<file path="src/cvg_pkg.sv">
//----------------------------------------------------------------------------
// cvg_pkg
// Shared types, codes and tables of the cylinder vertex generator.
//----------------------------------------------------------------------------
`default_nettype none
package cvg_pkg;

  localparam int CORDIC_STEPS_DEF = 18;
  localparam int CFG_IDX_W        = 3;

  localparam logic [CFG_IDX_W-1:0] REG_RADIUS         = 3'd0;
  localparam logic [CFG_IDX_W-1:0] REG_AXIS_START     = 3'd1;
  localparam logic [CFG_IDX_W-1:0] REG_AXIS_END       = 3'd2;
  localparam logic [CFG_IDX_W-1:0] REG_AXIAL_SEGMENTS = 3'd3;
  localparam logic [CFG_IDX_W-1:0] REG_RING_POINTS    = 3'd4;

  localparam logic CMD_START = 1'b0;
  localparam logic CMD_NEXT  = 1'b1;

  localparam logic signed [33:0] CORDIC_GAIN = 34'sd652032874;
  localparam int DIV_STEPS = 34;

  typedef enum logic [2:0] {
    ST_IDLE, ST_DIV_AX, ST_DIV_ANG, ST_ROT, ST_MUL_X, ST_MUL_Y, ST_OUT
  } state_t;

  typedef struct packed {
    logic start_load;
    logic next_load;
    logic div_step;
    logic axial_store;
    logic angle_store;
    logic rot_step;
    logic mul_x;
    logic mul_y;
    logic out_load;
  } ctrl_cmd_t;

  typedef struct packed {
    logic div_done;
    logic rot_done;
    logic mesh_active;
    logic out_free;
  } dp_status_t;

  function automatic logic [31:0] atan_turn(input logic [4:0] i);
    logic [31:0] r;
    case (i)
      5'd0:  r = 32'd536870912;
      5'd1:  r = 32'd316933406;
      5'd2:  r = 32'd167458907;
      5'd3:  r = 32'd85004756;
      5'd4:  r = 32'd42667331;
      5'd5:  r = 32'd21354465;
      5'd6:  r = 32'd10679838;
      5'd7:  r = 32'd5340245;
      5'd8:  r = 32'd2670163;
      5'd9:  r = 32'd1335087;
      5'd10: r = 32'd667544;
      5'd11: r = 32'd333772;
      5'd12: r = 32'd166886;
      5'd13: r = 32'd83443;
      5'd14: r = 32'd41722;
      5'd15: r = 32'd20861;
      5'd16: r = 32'd10430;
      5'd17: r = 32'd5215;
      5'd18: r = 32'd2608;
      5'd19: r = 32'd1304;
      5'd20: r = 32'd652;
      5'd21: r = 32'd326;
      5'd22: r = 32'd163;
      5'd23: r = 32'd81;
      5'd24: r = 32'd41;
      5'd25: r = 32'd20;
      5'd26: r = 32'd10;
      5'd27: r = 32'd5;
      5'd28: r = 32'd3;
      5'd29: r = 32'd1;
      5'd30: r = 32'd1;
      default: r = 32'd0;
    endcase
    return r;
  endfunction

endpackage
`default_nettype wire

</file>
<file path="src/cvg_ctrl.sv">
//----------------------------------------------------------------------------
// cvg_ctrl
// Sequencer: divider passes at start, rotation and scaling per vertex.
//----------------------------------------------------------------------------
`default_nettype none
module cvg_ctrl (
  input  logic                clk,
  input  logic                rst,
  input  logic                req_valid,
  input  logic                req_command,
  output logic                req_ready,
  input  cvg_pkg::dp_status_t status,
  output cvg_pkg::ctrl_cmd_t  cmd
);
  import cvg_pkg::*;

  state_t state, state_next;

  always_ff @(posedge clk) begin
    if (rst) begin
      state <= ST_IDLE;
    end else begin
      state <= state_next;
    end
  end

  always_comb begin
    state_next = state;
    case (state)
      ST_IDLE: begin
        if (req_valid) begin
          if (req_command == CMD_START) begin
            state_next = ST_DIV_AX;
          end else if (status.mesh_active) begin
            state_next = ST_ROT;
          end
        end
      end
      ST_DIV_AX:  if (status.div_done) state_next = ST_DIV_ANG;
      ST_DIV_ANG: if (status.div_done) state_next = ST_IDLE;
      ST_ROT:     if (status.rot_done) state_next = ST_MUL_X;
      ST_MUL_X:   state_next = ST_MUL_Y;
      ST_MUL_Y:   state_next = ST_OUT;
      ST_OUT:     if (status.out_free) state_next = ST_IDLE;
      default:    state_next = ST_IDLE;
    endcase
  end

  always_comb begin
    cmd = '0;
    req_ready = 1'b0;
    case (state)
      ST_IDLE: begin
        req_ready = 1'b1;
        cmd.start_load = req_valid && (req_command == CMD_START);
        cmd.next_load = req_valid && (req_command == CMD_NEXT) && status.mesh_active;
      end
      ST_DIV_AX: begin
        cmd.axial_store = status.div_done;
        cmd.div_step = !status.div_done;
      end
      ST_DIV_ANG: begin
        cmd.angle_store = status.div_done;
        cmd.div_step = !status.div_done;
      end
      ST_ROT:   cmd.rot_step = !status.rot_done;
      ST_MUL_X: cmd.mul_x = 1'b1;
      ST_MUL_Y: cmd.mul_y = 1'b1;
      ST_OUT:   cmd.out_load = status.out_free;
      default: ;
    endcase
  end

endmodule
`default_nettype wire

</file>
<file path="config.mk">
export PLATFORM = sky130hd
export DESIGN_NAME = cvg_ctrl
export DESIGN_NICKNAME = d
export VERILOG_FILES = /design/src/cvg_pkg.sv /design/src/cvg_ctrl.sv
export SDC_FILE = /design/constraint.sdc
export NUM_CORES = 1
export LEC_CHECK = 0
export ABC_AREA = 1
export BUFFER_PORTS_ARGS = -buffer_cell sky130_fd_sc_hd__buf_2
export CORE_AREA = 2 2 39 41
export DETAILED_ROUTE_END_ITERATION = 12
export DIE_AREA = 0 0 41 43
export MAX_ROUTING_LAYER = met4
export SLEW_MARGIN = 20
export SYNTH_ARGS = -nofsm -noshare
export SYNTH_HDL_FRONTEND = slang
export SYNTH_SLANG_ARGS = --single-unit
</file>
<file path="constraint.sdc">
create_clock -name clk -period 2.9 [get_ports clk]
set_input_delay 0.145 -clock clk [delete_from_list [all_inputs] [get_ports clk]]
set_output_delay 0.145 -clock clk [all_outputs]
set_load 0.005 [all_outputs]
</file>
==> reports/results.ini <==
[place]
hpwl_um = 562.8
place_area_um2 = 379.1
finalWeightedCongestion = 0.7725
dp_cells = 83
portBuffers = 17

[cts]
cts_tree = built
cts.path.max_buffers = 2
cts_resized = 0
postCtsHoldBufs = 0
clk_pin_slew_ns = 0.04
postCtsSetupBuffers = 0
cts.sinks = 3
numCtsBuffers = 3
root_buffer = clkbuf_4
h-tree-depth = 1
clkLatencyLatePin_ns = 0.24

[sta]
setup_viol = 0
slew_viol_final = 0
finClkSkew_ns = 0.003279
finalHoldViolCount = 0
fmax_ghz = 0.7260
setup_tns_ns = 0
period_needed_ns = 1.377
post-route-period-util_pct = 47.49
worst_pin_slew_ns = 0.2248
rsz0062_at_grt = no
slew_headroom_pct = 85.00

[logic_synthesis]
synth-seq-area-share_pct = 21.92
syn_inst = 50
synth.largest_area_cell = dfxtp_1
synthesis.area_um2 = 274.0
synth.most_common_cell = nor2_1
synth.top_cells.by_area = dfxtp_1, nor2_1, nand2_1
synth_seq_cells = 3
ys_top_cells_by_count = nor2_1, nand2_1, inv_1
ys_types = 15
netlist.area_leader.share_pct = 21.92
syn_nets = 58
async_flop_share_pct = 0
synth.avg_cell_area_um2 = 5.480
yosysWarnings = 0
synth-edff-count = 0
synthFlopType = dfxtp_1

[layout]
antenna_cells = 0
final_cell_area_um2 = 405.4
largest_reg_flops = 3
top_register = state
seq_area_um2 = 60.06
final_cells = 87
nFillCells = 157
largest_registers = state x3
drive_gt1_share_pct = 42.25
fin_nets = 80
multi_input_area_um2 = 172.7
area_growth_syn_to_layout_pct = 47.95

[detailed_routing]
wl_per_cell_um = 8.195
vias_per_cell = 4.057
dr_total_vias = 353
first_pass_iters = 4
routed_wl_um = 713
drtIter0Drc = 4
drc_errors = 0
antenna_left = 0

[die]
die-area_um2 = 1763
io_pins = 18
fp.dieW_um = 41
dieHeight_um = 43
std_cell_rows = 14
initial_core_util_pct = 19.80
fp.coreArea_um2 = 1384

[setup_path]
critical_path_arrival_ns = 1.23
path_cells = inv_2 > nand2_2 > nor2_1 > inv_1 > nor2_1 > buf_2
critPathMaxFanout = 6
critPathSlowestCell = dfxtp_1
crit_top_cell = nor2_1
timing.reg2reg.setup_slack_ns = 1.72
required_ns = 2.76
crit_type = flop to output pin
endpoint_kind = output pin
cpPeakStageDelay_ns = 0.36
start_kind = flop

[global_route]
antenna_found_initial = 0
grtUsageTotal_pct = 9.558
grt_overflow = 0
grt_pass1_vias = 296
grt_max_degree = 7
grt_pass1_wl_mm = 1.069

[pwr]
leakage_nw = 0.2434
ir_worst_vdd_mv = 0.2777
power.density_nw_per_um2 = 862.4
power_mw = 0.3496

[status]
run_status = complete, no violations

[run]
timing.max_cap.violations = 0

[hold_path]
hp-class = primary input to flop

## layout by cell type, fill, tap and decap left out
cell type,instances
dfxtp_1,3
nand2_1,9
nand2_2,2
nor2_2,2
nor2_1,11
nand3_2,1
nand4_1,1
clkbuf_1,1
clkbuf_4,3
o21ai_0,2
inv_2,4
o22ai_1,1
buf_2,17
nor3_1,1
a21oi_1,1
nor3_2,1
nand3_1,4
inv_1,7
## through the flow
| step | worst slack (ns) | hold WS, ns | util [%] |
|---|---|---|---|
| 2_1_floorplan | 1.813 | 0.2141 | - |
| 3_5_place_dp | 1.721 | 0.3313 | 27.40 |
| 6_report | 1.523 | 0.08472 | 29.29 |
| 5_1_grt | 1.382 | 0.09768 | 29.29 |
| 3_3_place_gp | 1.721 | 0.3331 | 27.40 |
| 4_1_cts | 1.510 | 0.07707 | 29.29 |
## layout make-up
class,count,share of cell area (%)
flip-flops and latches,3,14.81
clock buffers,4,6.481
repair buffers,17,20.99
multi-input cells,36,42.59
well taps,16,4.938
inverters,11,10.19
## critical path, delay by kind of cell (launching register included)
kind          cells  cell delay (ns)
buf+inv           3             0.32
flops             1             0.36
simple gates      3             0.32
## final timing paths
path                    startpoint                     to  cells past startpoint
max          state[1]$_SDFFE_PP0P_                 cmd[8]                      6
min                            rst  state[2]$_SDFFE_PP0P_                      2
max reg2reg  state[1]$_SDFFE_PP0P_  state[0]$_SDFFE_PP0P_                      7
min reg2reg  state[0]$_SDFFE_PP0P_  state[0]$_SDFFE_PP0P_                      4
## power by group
group	internal [mW]	switching [mW]	total (mW)	leakage (nW)
clock network	0.0517	0.0244	0.0761	0.0150
logic	0.0765	0.120	0.197	0.204
registers	0.0565	0.0201	0.0766	0.0247
total	0.185	0.165	0.350	0.243
## metal layers
layer / vias up / GRT usage [%] / part of all wire (%)
li1: 194 / - / -
met1: 146 / 9.295 / 43
met2: 11 / 13.44 / 48
met3: 2 / 4.712 / 7.2
met4: 0 / 8.000 / 1.7
met5: - / - / 0
## logic make-up (layout without fill, tap and decap cells)
family | Yosys count | in the layout | synth area share [%]
buffers and inverters | 11 | 32 | 15.07
AOI/OAI and AO/OA | 4 | 4 | 7.762
DFF | 3 | 3 | 21.92
and+or+nand+nor | 32 | 32 | 55.25
Note: power is estimated with default switching activity, not from simulation.
